`config.mk`:
```
export PLATFORM = sky130hd
export DESIGN_NAME = modbus_read_input_regs_client
export DESIGN_NICKNAME = d
export VERILOG_FILES = /design/src/design/mbrc_pkg.sv /design/src/design/mbrc_parser.sv /design/src/design/mbrc_emitter.sv /design/src/design/modbus_read_input_regs_client.sv
export SDC_FILE = /design/constraint.sdc
export NUM_CORES = 1
export LEC_CHECK = 0
export BUFFER_PORTS_ARGS = -buffer_cell sky130_fd_sc_hd__buf_2
export CELL_PAD_IN_SITES_DETAIL_PLACEMENT = 1
export CELL_PAD_IN_SITES_GLOBAL_PLACEMENT = 1
export CORE_ASPECT_RATIO = 1.4
export CORE_MARGIN = 1.5
export CORE_UTILIZATION = 51
export DETAILED_ROUTE_END_ITERATION = 7
export HOLD_SLACK_MARGIN = 0.02
export PLACE_DENSITY = 0.93
export SLEW_MARGIN = 30
export SYNTH_ARGS = -nofsm -noshare
export SYNTH_HDL_FRONTEND = slang
export SYNTH_HIERARCHICAL = 1
export SYNTH_SLANG_ARGS = --single-unit
```
`constraint.sdc`:
```
create_clock -name clk -period 9.7 [get_ports clk]
set_input_delay 0.485 -clock clk [delete_from_list [all_inputs] [get_ports clk]]
set_output_delay 0.485 -clock clk [all_outputs]
set_load 0.05 [all_outputs]
```
`src/design/mbrc_pkg.sv`:
```
// ----------------------------------------------------------------------------
// Modbus read-input-registers client package
// Shared constants, codes and types for the request builder, response parser
// and result emitter.
// ----------------------------------------------------------------------------
package mbrc_pkg;

  // Frame limits.
  localparam int MAX_FRAME_BYTES = 260;
  localparam int MAX_REGISTERS   = 125;
  localparam int REQ_BYTES       = 12;

  // Fixed request contents.
  localparam logic [15:0] PROTOCOL_ID   = 16'h0000;
  localparam logic [15:0] REQ_LENGTH    = 16'h0006;
  localparam logic [7:0]  FC_READ_INPUT = 8'h04;
  localparam logic [7:0]  EXC_MASK      = 8'h80;

  // Result kinds.
  localparam logic [1:0] KIND_TX     = 2'd0;
  localparam logic [1:0] KIND_REG    = 2'd1;
  localparam logic [1:0] KIND_STATUS = 2'd2;

  // Frame status codes.
  localparam logic [1:0] ST_OK        = 2'd0;
  localparam logic [1:0] ST_EXCEPTION = 2'd1;
  localparam logic [1:0] ST_INVALID   = 2'd2;

  // Parser modes.
  localparam logic [1:0] MODE_HEADER = 2'd0;
  localparam logic [1:0] MODE_BODY   = 2'd1;
  localparam logic [1:0] MODE_DRAIN  = 2'd2;

  // Configuration register indexes.
  localparam logic [1:0] CFG_UNIT_ID       = 2'd0;
  localparam logic [1:0] CFG_START_ADDRESS = 2'd1;
  localparam logic [1:0] CFG_REG_COUNT     = 2'd2;

  // Configuration register file contents.
  typedef struct packed {
    logic [7:0]  unit_id;
    logic [15:0] start_address;
    logic [7:0]  register_count;
  } cfg_t;

  // Everything the emitter needs to deliver the results of one input item.
  typedef struct packed {
    logic        is_req;
    logic [15:0] tid;
    logic [7:0]  unit_id;
    logic [15:0] start_address;
    logic [7:0]  register_count;
    logic        has_reg;
    logic [15:0] reg_value;
    logic [6:0]  reg_index;
    logic        has_status;
    logic [1:0]  status;
  } job_t;

  // A register count is usable only in the range 1 to MAX_REGISTERS.
  function automatic logic count_ok(input logic [7:0] cnt);
    return (cnt != 8'd0) && (cnt <= 8'(MAX_REGISTERS));
  endfunction

endpackage

```
`src/design/mbrc_parser.sv`:
```
// ----------------------------------------------------------------------------
// Modbus client parser
// Holds the transaction counter and the response frame state, and turns one
// accepted input item into a job description for the emitter.
// ----------------------------------------------------------------------------
module mbrc_parser (
  input  logic           clk,
  input  logic           rst,
  input  mbrc_pkg::cfg_t cfg,
  input  logic           take,
  input  logic           action,
  input  logic [7:0]     rx_byte,
  output mbrc_pkg::job_t job,
  output logic           job_any
);
  import mbrc_pkg::*;

  logic [15:0] tid, tid_next;
  logic [8:0]  pos, pos_next;
  logic [15:0] rid, rid_next;
  logic [15:0] len, len_next;
  logic [7:0]  func, func_next;
  logic [7:0]  cnt, cnt_next;
  logic [7:0]  pend, pend_next;
  logic [1:0]  mode, mode_next;

  logic [15:0] len_hdr;
  logic [8:0]  off;
  logic [7:0]  idx;
  logic        count_match;
  logic        frame_end;
  logic        length_match;

  assign len_hdr      = {len[15:8], rx_byte};
  assign off          = pos - 9'd9;
  assign idx          = off[8:1];
  assign count_match  = ({1'b0, cnt} == {cfg.register_count, 1'b0});
  assign frame_end    = ({8'd0, pos} >= ({1'b0, len} + 17'd5));
  assign length_match = ({1'b0, len} == (17'd3 + {8'd0, cfg.register_count, 1'b0}));

  // Next state and job for the item at the input.
  always_comb begin
    tid_next  = tid;
    pos_next  = pos;
    rid_next  = rid;
    len_next  = len;
    func_next = func;
    cnt_next  = cnt;
    pend_next = pend;
    mode_next = mode;
    job       = '0;
    job_any   = 1'b0;

    if (!action) begin
      // Start of a new request: the parser always falls back to the header.
      pos_next  = 9'd0;
      mode_next = MODE_HEADER;
      job_any   = 1'b1;
      if (!count_ok(cfg.register_count)) begin
        job.has_status = 1'b1;
        job.status     = ST_INVALID;
      end else begin
        tid_next           = tid + 16'd1;
        job.is_req         = 1'b1;
        job.tid            = tid + 16'd1;
        job.unit_id        = cfg.unit_id;
        job.start_address  = cfg.start_address;
        job.register_count = cfg.register_count;
      end
    end else if (mode == MODE_HEADER) begin
      pos_next = pos + 9'd1;
      if (pos == 9'd0) begin
        rid_next = {rx_byte, 8'h00};
      end else if (pos == 9'd1) begin
        rid_next = {rid[15:8], rx_byte};
      end else if (pos == 9'd4) begin
        len_next = {rx_byte, 8'h00};
      end else if (pos == 9'd5) begin
        len_next  = len_hdr;
        func_next = 8'h00;
        cnt_next  = 8'h00;
        if (rid != tid) begin
          // Foreign transaction: drain it if its length is sane.
          if (len_hdr == 16'd0 || len_hdr > 16'(MAX_FRAME_BYTES)) begin
            job_any        = 1'b1;
            job.has_status = 1'b1;
            job.status     = ST_INVALID;
            pos_next       = 9'd0;
          end else begin
            mode_next = MODE_DRAIN;
          end
        end else if (len_hdr == 16'd0 || len_hdr > 16'(MAX_FRAME_BYTES - 6)) begin
          job_any        = 1'b1;
          job.has_status = 1'b1;
          job.status     = ST_INVALID;
          pos_next       = 9'd0;
        end else begin
          mode_next = MODE_BODY;
        end
      end
    end else begin
      // Body bytes: function, byte count, then register pairs.
      if (mode == MODE_BODY) begin
        if (pos == 9'd7) begin
          func_next = rx_byte;
        end else if (pos == 9'd8) begin
          cnt_next = rx_byte;
        end else if (pos >= 9'd9) begin
          if (!off[0]) begin
            pend_next = rx_byte;
          end else if (count_ok(cfg.register_count) && ((func & EXC_MASK) == 8'h00) &&
                       count_match && (idx < cfg.register_count)) begin
            job_any       = 1'b1;
            job.has_reg   = 1'b1;
            job.reg_value = {pend, rx_byte};
            job.reg_index = idx[6:0];
          end
        end
      end
      pos_next = pos + 9'd1;
      // The last byte of the frame closes it with one status.
      if (frame_end) begin
        job_any        = 1'b1;
        job.has_status = 1'b1;
        pos_next       = 9'd0;
        mode_next      = MODE_HEADER;
        priority if (mode == MODE_DRAIN || len < 16'd2) begin
          job.status = ST_INVALID;
        end else if ((func_next & EXC_MASK) != 8'h00) begin
          job.status = ST_EXCEPTION;
        end else if (!count_ok(cfg.register_count) ||
                     ({1'b0, cnt_next} != {cfg.register_count, 1'b0}) || !length_match) begin
          job.status = ST_INVALID;
        end else begin
          job.status = ST_OK;
        end
      end
    end
  end

  // State registers, updated on each accepted item.
  always_ff @(posedge clk) begin
    if (rst) begin
      tid  <= '0;
      pos  <= '0;
      rid  <= '0;
      len  <= '0;
      func <= '0;
      cnt  <= '0;
      pend <= '0;
      mode <= MODE_HEADER;
    end else if (take) begin
      tid  <= tid_next;
      pos  <= pos_next;
      rid  <= rid_next;
      len  <= len_next;
      func <= func_next;
      cnt  <= cnt_next;
      pend <= pend_next;
      mode <= mode_next;
    end
  end

  // The header is six bytes long.
  a_header_pos: assert property (@(posedge clk) disable iff (rst)
    mode == MODE_HEADER |-> pos <= 9'd5)
    else $error("header position beyond the six header bytes");

  // A body or drained frame never runs past the longest allowed frame.
  a_body_pos: assert property (@(posedge clk) disable iff (rst)
    mode != MODE_HEADER |-> pos <= 9'(MAX_FRAME_BYTES + 5))
    else $error("frame position beyond the longest frame");

  // The counter only moves on a start with a usable count.
  a_tid_step: assert property (@(posedge clk) disable iff (rst)
    take && (action || !count_ok(cfg.register_count)) |=> $stable(tid))
    else $error("transaction counter moved without a request");

endmodule

```
`src/design/mbrc_emitter.sv`:
```
// ----------------------------------------------------------------------------
// Modbus client result emitter
// Holds one item's job; delivers one result per cycle while out_ready is set:
// twelve request bytes, or a register value and/or a frame status.
// ----------------------------------------------------------------------------
module mbrc_emitter (
  input  logic           clk,
  input  logic           rst,
  input  logic           load,
  input  mbrc_pkg::job_t job,
  output logic           free,
  output logic           out_valid,
  input  logic           out_ready,
  output logic [1:0]     kind,
  output logic [7:0]     tx_byte,
  output logic [15:0]    register_value,
  output logic [6:0]     register_index,
  output logic [1:0]     status,
  output logic           last
);
  import mbrc_pkg::*;

  job_t       cur;
  logic       busy;
  logic [3:0] step;
  logic       fin;

  // Format the current result from the held job.
  always_comb begin
    kind           = KIND_STATUS;
    tx_byte        = 8'h00;
    register_value = 16'h0000;
    register_index = 7'd0;
    status         = 2'd0;
    last           = 1'b1;
    if (cur.is_req) begin
      kind = KIND_TX;
      last = (step == 4'(REQ_BYTES - 1));
      unique case (step)
        4'd0:    tx_byte = cur.tid[15:8];
        4'd1:    tx_byte = cur.tid[7:0];
        4'd2:    tx_byte = PROTOCOL_ID[15:8];
        4'd3:    tx_byte = PROTOCOL_ID[7:0];
        4'd4:    tx_byte = REQ_LENGTH[15:8];
        4'd5:    tx_byte = REQ_LENGTH[7:0];
        4'd6:    tx_byte = cur.unit_id;
        4'd7:    tx_byte = FC_READ_INPUT;
        4'd8:    tx_byte = cur.start_address[15:8];
        4'd9:    tx_byte = cur.start_address[7:0];
        4'd10:   tx_byte = 8'h00;
        4'd11:   tx_byte = cur.register_count;
        default: tx_byte = 8'h00;
      endcase
    end else if (cur.has_reg && step == 4'd0) begin
      kind           = KIND_REG;
      register_value = cur.reg_value;
      register_index = cur.reg_index;
      last           = !cur.has_status;
    end else begin
      status = cur.status;
    end
  end

  assign out_valid = busy;
  assign fin       = busy && out_ready && last;
  assign free      = !busy || fin;

  // Control: a new job replaces the finished one in the same cycle.
  always_ff @(posedge clk) begin
    if (rst) begin
      busy <= 1'b0;
      step <= 4'd0;
    end else if (load) begin
      busy <= 1'b1;
      step <= 4'd0;
    end else if (fin) begin
      busy <= 1'b0;
    end else if (busy && out_ready) begin
      step <= step + 4'd1;
    end
  end

  // Job payload.
  always_ff @(posedge clk) begin
    if (load) begin
      cur <= job;
    end
  end

  // A request job never steps past its twelfth byte.
  a_req_step: assert property (@(posedge clk) disable iff (rst)
    busy && cur.is_req |-> step < 4'(REQ_BYTES))
    else $error("request byte index out of range");

  // A response job has at most two results and at least one.
  a_rsp_step: assert property (@(posedge clk) disable iff (rst)
    busy && !cur.is_req |-> step <= 4'd1 && (cur.has_reg || cur.has_status))
    else $error("response job in an impossible step");

  // After its final transfer the emitter is empty unless a new job came in.
  a_drop: assert property (@(posedge clk) disable iff (rst)
    fin && !load |=> !busy)
    else $error("emitter still busy after its final transfer");

  // Register indexes stay inside the largest response.
  a_reg_index: assert property (@(posedge clk) disable iff (rst)
    busy && kind == KIND_REG |-> register_index < 7'(MAX_REGISTERS))
    else $error("register index out of range");

endmodule

```
`src/design/modbus_read_input_regs_client.sv`:
```
// ----------------------------------------------------------------------------
// Modbus TCP read-input-registers client
// Builds function 0x04 requests and parses response bytes into register
// values and one status per frame.
// ----------------------------------------------------------------------------
// Usage:
// The input channel (in_valid/in_ready) takes one item per transfer: action 0
// starts a request, action 1 feeds one received response byte in rx_byte.
// The output channel (out_valid/out_ready) delivers results: request bytes
// (kind 0), register values (kind 1) and frame statuses (kind 2), with last
// set on the final result of each input item.
// The first result of an input transfer is registered and offered in the
// cycle after it. A response byte with at most one result is taken every
// cycle while out_ready is high; a start or a byte with a register and a
// status holds the input until its last result goes, as the single result
// register delivers one result per cycle. A byte that yields no result also
// waits while earlier results are held, since the input is ready only when
// the result register is empty or its last result is being transferred.
// The configuration port (cfg_we, cfg_index, cfg_data) writes the unit id,
// start address and register count; write it only while the block is idle.
// Reset clears the transaction counter and the parser and restores the
// configuration defaults (unit 1, address 0, count 8).
// When the receiver stalls, the held result stays and the input is taken
// again in the cycle its last result is transferred.
// ----------------------------------------------------------------------------
module modbus_read_input_regs_client (
  input  logic        clk,
  input  logic        rst,
  input  logic        cfg_we,
  input  logic [1:0]  cfg_index,
  input  logic [15:0] cfg_data,
  input  logic        in_valid,
  output logic        in_ready,
  input  logic        action,
  input  logic [7:0]  rx_byte,
  output logic        out_valid,
  input  logic        out_ready,
  output logic [1:0]  kind,
  output logic [7:0]  tx_byte,
  output logic [15:0] register_value,
  output logic [6:0]  register_index,
  output logic [1:0]  status,
  output logic        last
);
  import mbrc_pkg::*;

  cfg_t cfg;
  job_t job;
  logic job_any;
  logic take;
  logic free;

  // Configuration registers.
  always_ff @(posedge clk) begin
    if (rst) begin
      cfg.unit_id        <= 8'd1;
      cfg.start_address  <= 16'd0;
      cfg.register_count <= 8'd8;
    end else if (cfg_we) begin
      unique case (cfg_index)
        CFG_UNIT_ID:       cfg.unit_id        <= cfg_data[7:0];
        CFG_START_ADDRESS: cfg.start_address  <= cfg_data;
        CFG_REG_COUNT:     cfg.register_count <= cfg_data[7:0];
        default:           ;
      endcase
    end
  end

  // Input transfer.
  assign in_ready = free;
  assign take     = in_valid && free;

  mbrc_parser u_parser (
    .clk     (clk),
    .rst     (rst),
    .cfg     (cfg),
    .take    (take),
    .action  (action),
    .rx_byte (rx_byte),
    .job     (job),
    .job_any (job_any)
  );

  mbrc_emitter u_emitter (
    .clk            (clk),
    .rst            (rst),
    .load           (take && job_any),
    .job            (job),
    .free           (free),
    .out_valid      (out_valid),
    .out_ready      (out_ready),
    .kind           (kind),
    .tx_byte        (tx_byte),
    .register_value (register_value),
    .register_index (register_index),
    .status         (status),
    .last           (last)
  );

endmodule

```
## Word-level counts from Yosys, hierarchy flattened

Cells that the tools add are included.

| storage, ports and cells | value |
|---|---|
| bits in registers | 189 |
| latch bits | 0 |
| RAM bits | 0 |
| bits in read-only memories | 0 |
| bits of input ports | 32 |
| output and inout bits | 38 |
| logic and storage cells | 211 |
| memories kept | 0 |

| cells by class | value |
|---|---|
| add/subtract/negate cells | 6 |
| $mul | 0 |
| divide/modulo/power cells | 0 |
| magnitude comparators | 7 |
| equality and inequality tests | 31 |
| shift operators | 0 |
| muxes and demuxes | 85 |
| bitwise operators | 12 |
| reduce and logical (&&, ||, !) cells | 45 |

Operators by type and width:

| operator | number |
|---|---|
| $mux 8 | 18 |
| $mux 9 | 10 |
| $mux 16 | 4 |
| $pmux 8 s8 | 1 |
| $mux 49 | 1 |
| $mux 2 | 17 |
| $mux 3 | 11 |
| $eq 9x3->1 const B | 3 |
| $mux 24 | 1 |
| $mux 1 | 20 |
| $reduce_and 6->1 | 3 |
| $add 16x3->17 const B | 1 |
| $eq 16x17->1 | 1 |
| $ge 9x17->1 | 1 |
| $add 16x1->16 const B | 1 |
| $gt 16x8->1 const B | 1 |
| $gt 16x9->1 const B | 1 |
| $logic_not 16->1 | 1 |
| $lt 16x2->1 const B | 1 |
| $ne 16x16->1 | 1 |
| $reduce_and 8->1 | 2 |
| $mux 7 | 2 |
| $eq 4x3->1 const B | 3 |
| $eq 4x4->1 const B | 3 |
| 34 further kinds | 78 |

## Longest topological paths before layout

| logic depth | value |
|---|---|
| depth after elaboration | 16 |
| gate-level depth with buffers | 18 |
| depth with buffers taken out | 17 |

## Modules after synthesis

The synthesis kept the hierarchy.

By module, submodules not included:

| module | instances | cells an instance | area an instance (um^2) | sequential area each (um^2) |
|---|---|---|---|---|
| mbrc_parser | 1 | 708 | 5515.3 | 1521.5 |
| mbrc_emitter | 1 | 211 | 3289.4 | 2382.3 |
| modbus_read_input_regs_client | 1 | 128 | 1360.1 | 640.6 |

## Worst setup path before layout

No wires, ideal clock.

| path | value |
|---|---|
| path type | flip-flop to flip-flop |
| from | register u_parser.pos[0] |
| to | register u_emitter.step[2] |
| setup time | 116 ps |
| arrival time | 5190 ps |
| required time | 9584 ps |
| path slack | 4394 ps |
| stages on the path, launching flop included | 19 |
| path buffers | 1 |
| period minus slack after synthesis | 5306 ps |
| cell sequence | dfxtp_1 inv_1 ha_1 clkbuf_1 nand2b_1 a21oi_1 xor2_1 ha_1 nand3_1 o221ai_1 nor4_1 nand4_1 or3_1 o211ai_1 and3_1 nor2_1 nand2_1 a21oi_1 a31o_2 |

| on the way | value |
|---|---|
| longest elaborated chain between the ends | 14 |
| elaborated cells on any way between the ends | 26 |
| classes of those cells | add/sub (1); order compare (3); eq/ne (5); mux (13); reduce/logical (4) |

RTL lines:

| item | RTL line | RTL |
|---|---|---|
| start: declaration | mbrc_parser.sv:19 | `logic [8:0] pos, pos_next;` |
| start signal: assignment | mbrc_parser.sv:154 | `pos <= pos_next;` |
| $sub 9x4->9 | mbrc_parser.sv:35 | `assign off = pos - 9'd9;` |
| $lt 8x8->1 | mbrc_parser.sv:112 | `count_match && (idx < cfg.register_count)) begin` |
| $logic_and 1x1->1 | mbrc_parser.sv:112 |  |
| $mux 1 | mbrc_parser.sv:111 | `end else if (count_ok(cfg.register_count) && ((func & EXC_MASK) == 8'h00) &&` |
| $mux 1 | mbrc_parser.sv:109 | `if (!off[0]) begin` |
| $mux 1 | mbrc_parser.sv:108 | `end else if (pos >= 9'd9) begin` |
| $mux 1 | mbrc_parser.sv:106 | `end else if (pos == 9'd8) begin` |
| $mux 1 | mbrc_parser.sv:104 | `if (pos == 9'd7) begin` |
| $mux 1 | mbrc_parser.sv:103 | `if (mode == MODE_BODY) begin` |
| $mux 1 | mbrc_parser.sv:122 | `if (frame_end) begin` |
| $mux 1 (*) | mbrc_parser.sv:70 | `end else if (mode == MODE_HEADER) begin` |
| $mux 1 (*) | mbrc_parser.sv:54 | `if (!action) begin` |
| named net job_any | modbus_read_input_regs_client.sv:49 | `logic job_any;` |
| $logic_and 1x1->1 (*) | modbus_read_input_regs_client.sv:87 | `.load (take && job_any),` |
| $reduce_or 2->1 (no source line) (*) | - |  |
| end signal: assignment | mbrc_emitter.sv:79 | `step <= step + 4'd1;` |
| end: declaration | mbrc_emitter.sv:25 | `logic [3:0] step;` |

The timed path passes the listed nets; every way through them passes the cells marked *.
A chain may end at the register's enable or synchronous reset.

## Worst setup path after layout

| path | value |
|---|---|
| from | register u_parser.len[1] |
| to | register u_emitter.step[2] |

| on the way | value |
|---|---|
| longest elaborated chain between the ends | 7 |

RTL lines:

| item | RTL line | RTL |
|---|---|---|
| start: declaration | mbrc_parser.sv:21 | `logic [15:0] len, len_next;` |
| start signal: assignment | mbrc_parser.sv:156 | `len <= len_next;` |
| $add 16x3->17 | mbrc_parser.sv:38 | `assign frame_end = ({8'd0, pos} >= ({1'b0, len} + 17'd5));` |
| $ge 9x17->1 | mbrc_parser.sv:38 |  |
| $mux 1 | mbrc_parser.sv:122 |  |
| $mux 1 | mbrc_parser.sv:70 |  |
| $mux 1 | mbrc_parser.sv:54 |  |
| named net job_any | modbus_read_input_regs_client.sv:49 |  |
| $logic_and 1x1->1 | modbus_read_input_regs_client.sv:87 |  |
| $reduce_or 2->1 (no source line) | - |  |

The timed path passes the listed nets, and every way through them passes these cells.

==> out/metrics.yaml <==
timing:
  final-hold-violation-count: 0
  finalWorstSetupSlack_ns: 4.838
  fmax_ghz: 0.2057
  finalCriticalPeriod_ns: 4.862
  tns_ns: 0
  slew_headroom: 0.2851
  worstMarginPinSlew_ns: 1.063
  finalCritPeriodShare: 0.5012
  final.setup_skew_ns: 0.01201
  setup_viol: 0
  rsz0062_at_grt: "no"
  drv_slew: 0
placed_design:
  dpl_worst_slack_ns: 5.055
  portBuffers: 69
  hpwl_um: 21380
  dp_cells: 1293
  gp_congestion: 0.9800
global_routing:
  overflow: 0
  gr-usage-all-layers: 0.3326
  grt_pass1_vias: 9081
  grt_max_degree: 74
  antenna_found_initial: 2
  grt_pass1_wl_um: 52290
final_layout:
  fillers: 2195
  syn_to_final_growth_pct: 9.331
  instances_no_fill: 1326
  final_nets: 1124
  drive_gt1_frac: 0.1272
clock_tree:
  ctsResizeCount: 0
  postCtsHoldBufs: 0
  cts_inserted_buffers: 17
  insertion_delay_ns: 0.45
  cts_buffer_depth: 2
  post_cts_buffers: 0
  cts.htree.levels: 4
  clk_pin_slew_ns: 0.08
  cts_tree: "yes"
  cts.sinks: 189
  cts_root_buffer: "clkbuf_16"
critical_path:
  cp_num_buf_inv: 2
  critPathCaptureType: "flip-flop"
  crit_path_end: "u_emitter/step[2]$_SDFFE_PP0P_"
  worst-path-stages: 19
  cp_slowest_cell: "nand4_1"
  path_class: "flip-flop to flip-flop"
  slowest_delay_ns: 0.57
  worst_r2r_path_depth: 19
  crit_family: "simple AND/OR/NAND/NOR gates"
  path_cells: "ha_1 -> o211a_1 -> nand2_1 -> xor2_1 -> ha_1 -> nand2_1 -> nor3_1 -> a21oi_1 -> nor3_1 -> nand4_1 -> and2_2 -> o211ai_1 -> and3_4 -> buf_12 -> buf_12 -> nor2_1 -> nand2_1 -> a21oi_1 -> a31o_2"
  critical_path.most_common_cell: "nand2_1"
  crit_required_ns: 10.04
  crit_fanout: 42
  rrSetupSlack_ns: 4.84
  cp-startpoint: "u_parser/len[1]$_SDFFE_PP0P_"
  r2r-end: "u_emitter/step[2]$_SDFFE_PP0P_"
  crit_arrival_ns: 5.21
  reg2reg_from: "u_parser/len[1]$_SDFFE_PP0P_"
  start_kind: "flip-flop"
detailed_routing:
  postRouteAntennaNets: 0
  avgViaCountPerCell: 6.514
  wl_per_cell_um: 25.27
  drc_errors: 0
  drt_wl_total_um: 33510
  vias: 8638
  dr.first_iter.drc_count: 765
  drtPass1Iterations: 6
synth:
  netlist_area_um2: 10160
  yosysWarnings: 6
  synth_async_sr_flop_share: 0
  yosysTopAreaCell: "edfxtp_1"
  syn_nets: 1107
  synth_area_leaders: "edfxtp_1, dfxtp_1, mux2i_1"
  synth_edf_count: 76
  avgSynthCellArea_um2: 9.708
  yosysTopAreaCellShare: 0.2245
  syn_inst: 1047
  synthDistinctLibCells: 86
  ys_ff_latch: 189
  seq_area_frac_synth: 0.4471
  synth_ff_type: "dfxtp_1"
power_and_ir_drop:
  seq_power_share: 0.496
  p_sw_frac: 0.2752
  power_frac_comb: 0.093
  p_leak_nw: 4.095
  pwr-share-clk: 0.412
  power.density_nw_per_um2: 156.5
  max-vdd-ir-drop_mv: 0.1194
  power_switching_w: 0.0004788
  p_int_w: 0.001261
  power_w: 0.001740
floorplan:
  row_count: 60
  core_um2: 19370
  io-pin-count: 70
  die_y_um: 170.0
  dieArea_um2: 20800
  die_w_um: 122.3
  initial_utilization: 0.5248
status:
  run_status: "completed"
run:
  drv_cap: 0
hold_path:
  hp-class: "input port to flip-flop"
[final cells by class]
| type | instances | area (µm²) | area share |
|---|---|---|---|
| repair buffers | 75 | 417.9 | 0.03760 |
| well taps | 248 | 310.3 | 0.02792 |
| multi-input cells | 752 | 5129 | 0.4615 |
| inverters | 29 | 108.9 | 0.009795 |
| clock buffers | 17 | 425.4 | 0.03828 |
| clock inverters | 15 | 175.2 | 0.01576 |
| diodes | 1 | 2.502 | 0.0002252 |
| flip-flops and latches | 189 | 4544 | 0.4089 |
[registers in the layout, summed over array words and instances, names as in the netlist]
| signal | flops |
|---|---|
| u_parser/cnt | 8 |
| u_parser/rid | 16 |
| u_parser/tid | 16 |
| u_parser/func | 1 |
| u_emitter/cur | 76 |
| u_parser/mode | 2 |
| cfg | 32 |
| u_parser/len | 16 |
| u_emitter/out_valid | 1 |
| u_parser/pos | 9 |
| u_parser/pend | 8 |
| u_emitter/step | 4 |
[metrics by stage]
stage / cell area (µm²) / utilization / hold slack [ns]
after floorplan: 10160 / - / 0.4441
after global placement: 10470 / 0.5406 / 0.4538
after detailed placement: 10510 / 0.5426 / 0.4635
after CTS: 11110 / 0.5736 / 0.2851
after global routing: 11110 / 0.5736 / 0.2931
final: 11110 / 0.5738 / 0.2979
[kinds of logic after synthesis]
logic type,Yosys count,share of synthesized area
flip-flops,189,0.4471
adder cells (fa/ha/maj),28,0.03447
AND/OR/NAND/NOR,435,0.2376
other,1,0.0003689
AO/OA/AOI/OAI,160,0.1136
XOR/XNOR,70,0.06032
multiplexers,58,0.05724
buffers and inverters,106,0.04936
[Yosys cell counts (all sizes together) (10+ instances only)]
cell type / n
a21oi: 37
nand2: 56
a211oi: 10
or3: 15
nor2: 113
dfxtp: 113
xor2: 25
nor4: 15
nand4: 19
nand2b: 50
nor3: 18
and2: 75
nand3: 28
and3: 12
mux2i: 57
ha: 28
buf: 37
edfxtp: 76
o21ai: 23
xnor2: 45
inv: 28
a22oi: 31
clkbuf: 40
[how the worst min path moves through the flow]
stage | startpoint | to | cells past startpoint
4_1_cts | cfg_data[15] | cfg[23]$_SDFFE_PP0P_ | 3
2_1_floorplan | cfg[10]$_SDFFE_PP0P_ | cfg[10]$_SDFFE_PP0P_ | 2
6_report | cfg_data[15] | cfg[23]$_SDFFE_PP0P_ | 3
5_1_grt | cfg_data[15] | cfg[23]$_SDFFE_PP0P_ | 3
3_5_place_dp | u_parser/rid[14]$_SDFFE_PP0P_ | u_parser/rid[14]$_SDFFE_PP0P_ | 2
3_3_place_gp | cfg[12]$_SDFFE_PP0P_ | cfg[12]$_SDFFE_PP0P_ | 2
[power by group through the flow]
stage | Sequential (W) | Clock, W | Combinational (W)
after floorplan | 0.000873 | 0 | 0.000107
after global placement | 0.000877 | 0 | 0.000142
after detailed placement | 0.000879 | 0 | 0.000151
after CTS | 0.000862 | 0.000725 | 0.000158
after global routing | 0.000864 | 0.000746 | 0.000169
final | 0.000862 | 0.000716 | 0.000161
[layout by cell type (no fill, tap or decap), drive strengths merged, types with 3 or more instances in the layout]
cell type	Yosys	routed
clkinv	1	7
dfxtp	113	113
xnor2	45	45
a222oi	4	4
o21ai	23	23
o21a	3	3
edfxtp	76	76
o2bb2ai	3	3
nor3	18	18
nand3	28	28
a41oi	3	3
a221oi	7	7
a211oi	10	10
inv	28	34
or3	15	15
a311oi	4	4
xor2	25	25
buf	37	75
nor4	15	15
nor2	113	113
nor3b	5	5
o211ai	7	7
and4	4	4
clkbuf	40	17
nand2b	50	50
and3	12	12
nand4	19	19
ha	28	28
nand3b	7	7
o32ai	3	3
nand4b	6	6
a21oi	37	37
a22oi	31	31
and2	75	75
nand2	56	56
a31oi	5	5
mux2i	57	57
[metal layers]
layer,track usage,vias up,wire length (µm)
li1,-,3742,-
met1,0.3617,4263,11980
met2,0.5866,457,17460
met3,0.06166,174,1892
met4,0.2113,2,2172
met5,0,-,15
[tightest hold or removal path, stage by stage]
cell      delay (ns)
buf_2           0.10
nand2b_1        0.06
mux2i_1         0.06
Power figures use the tool's default switching activity.
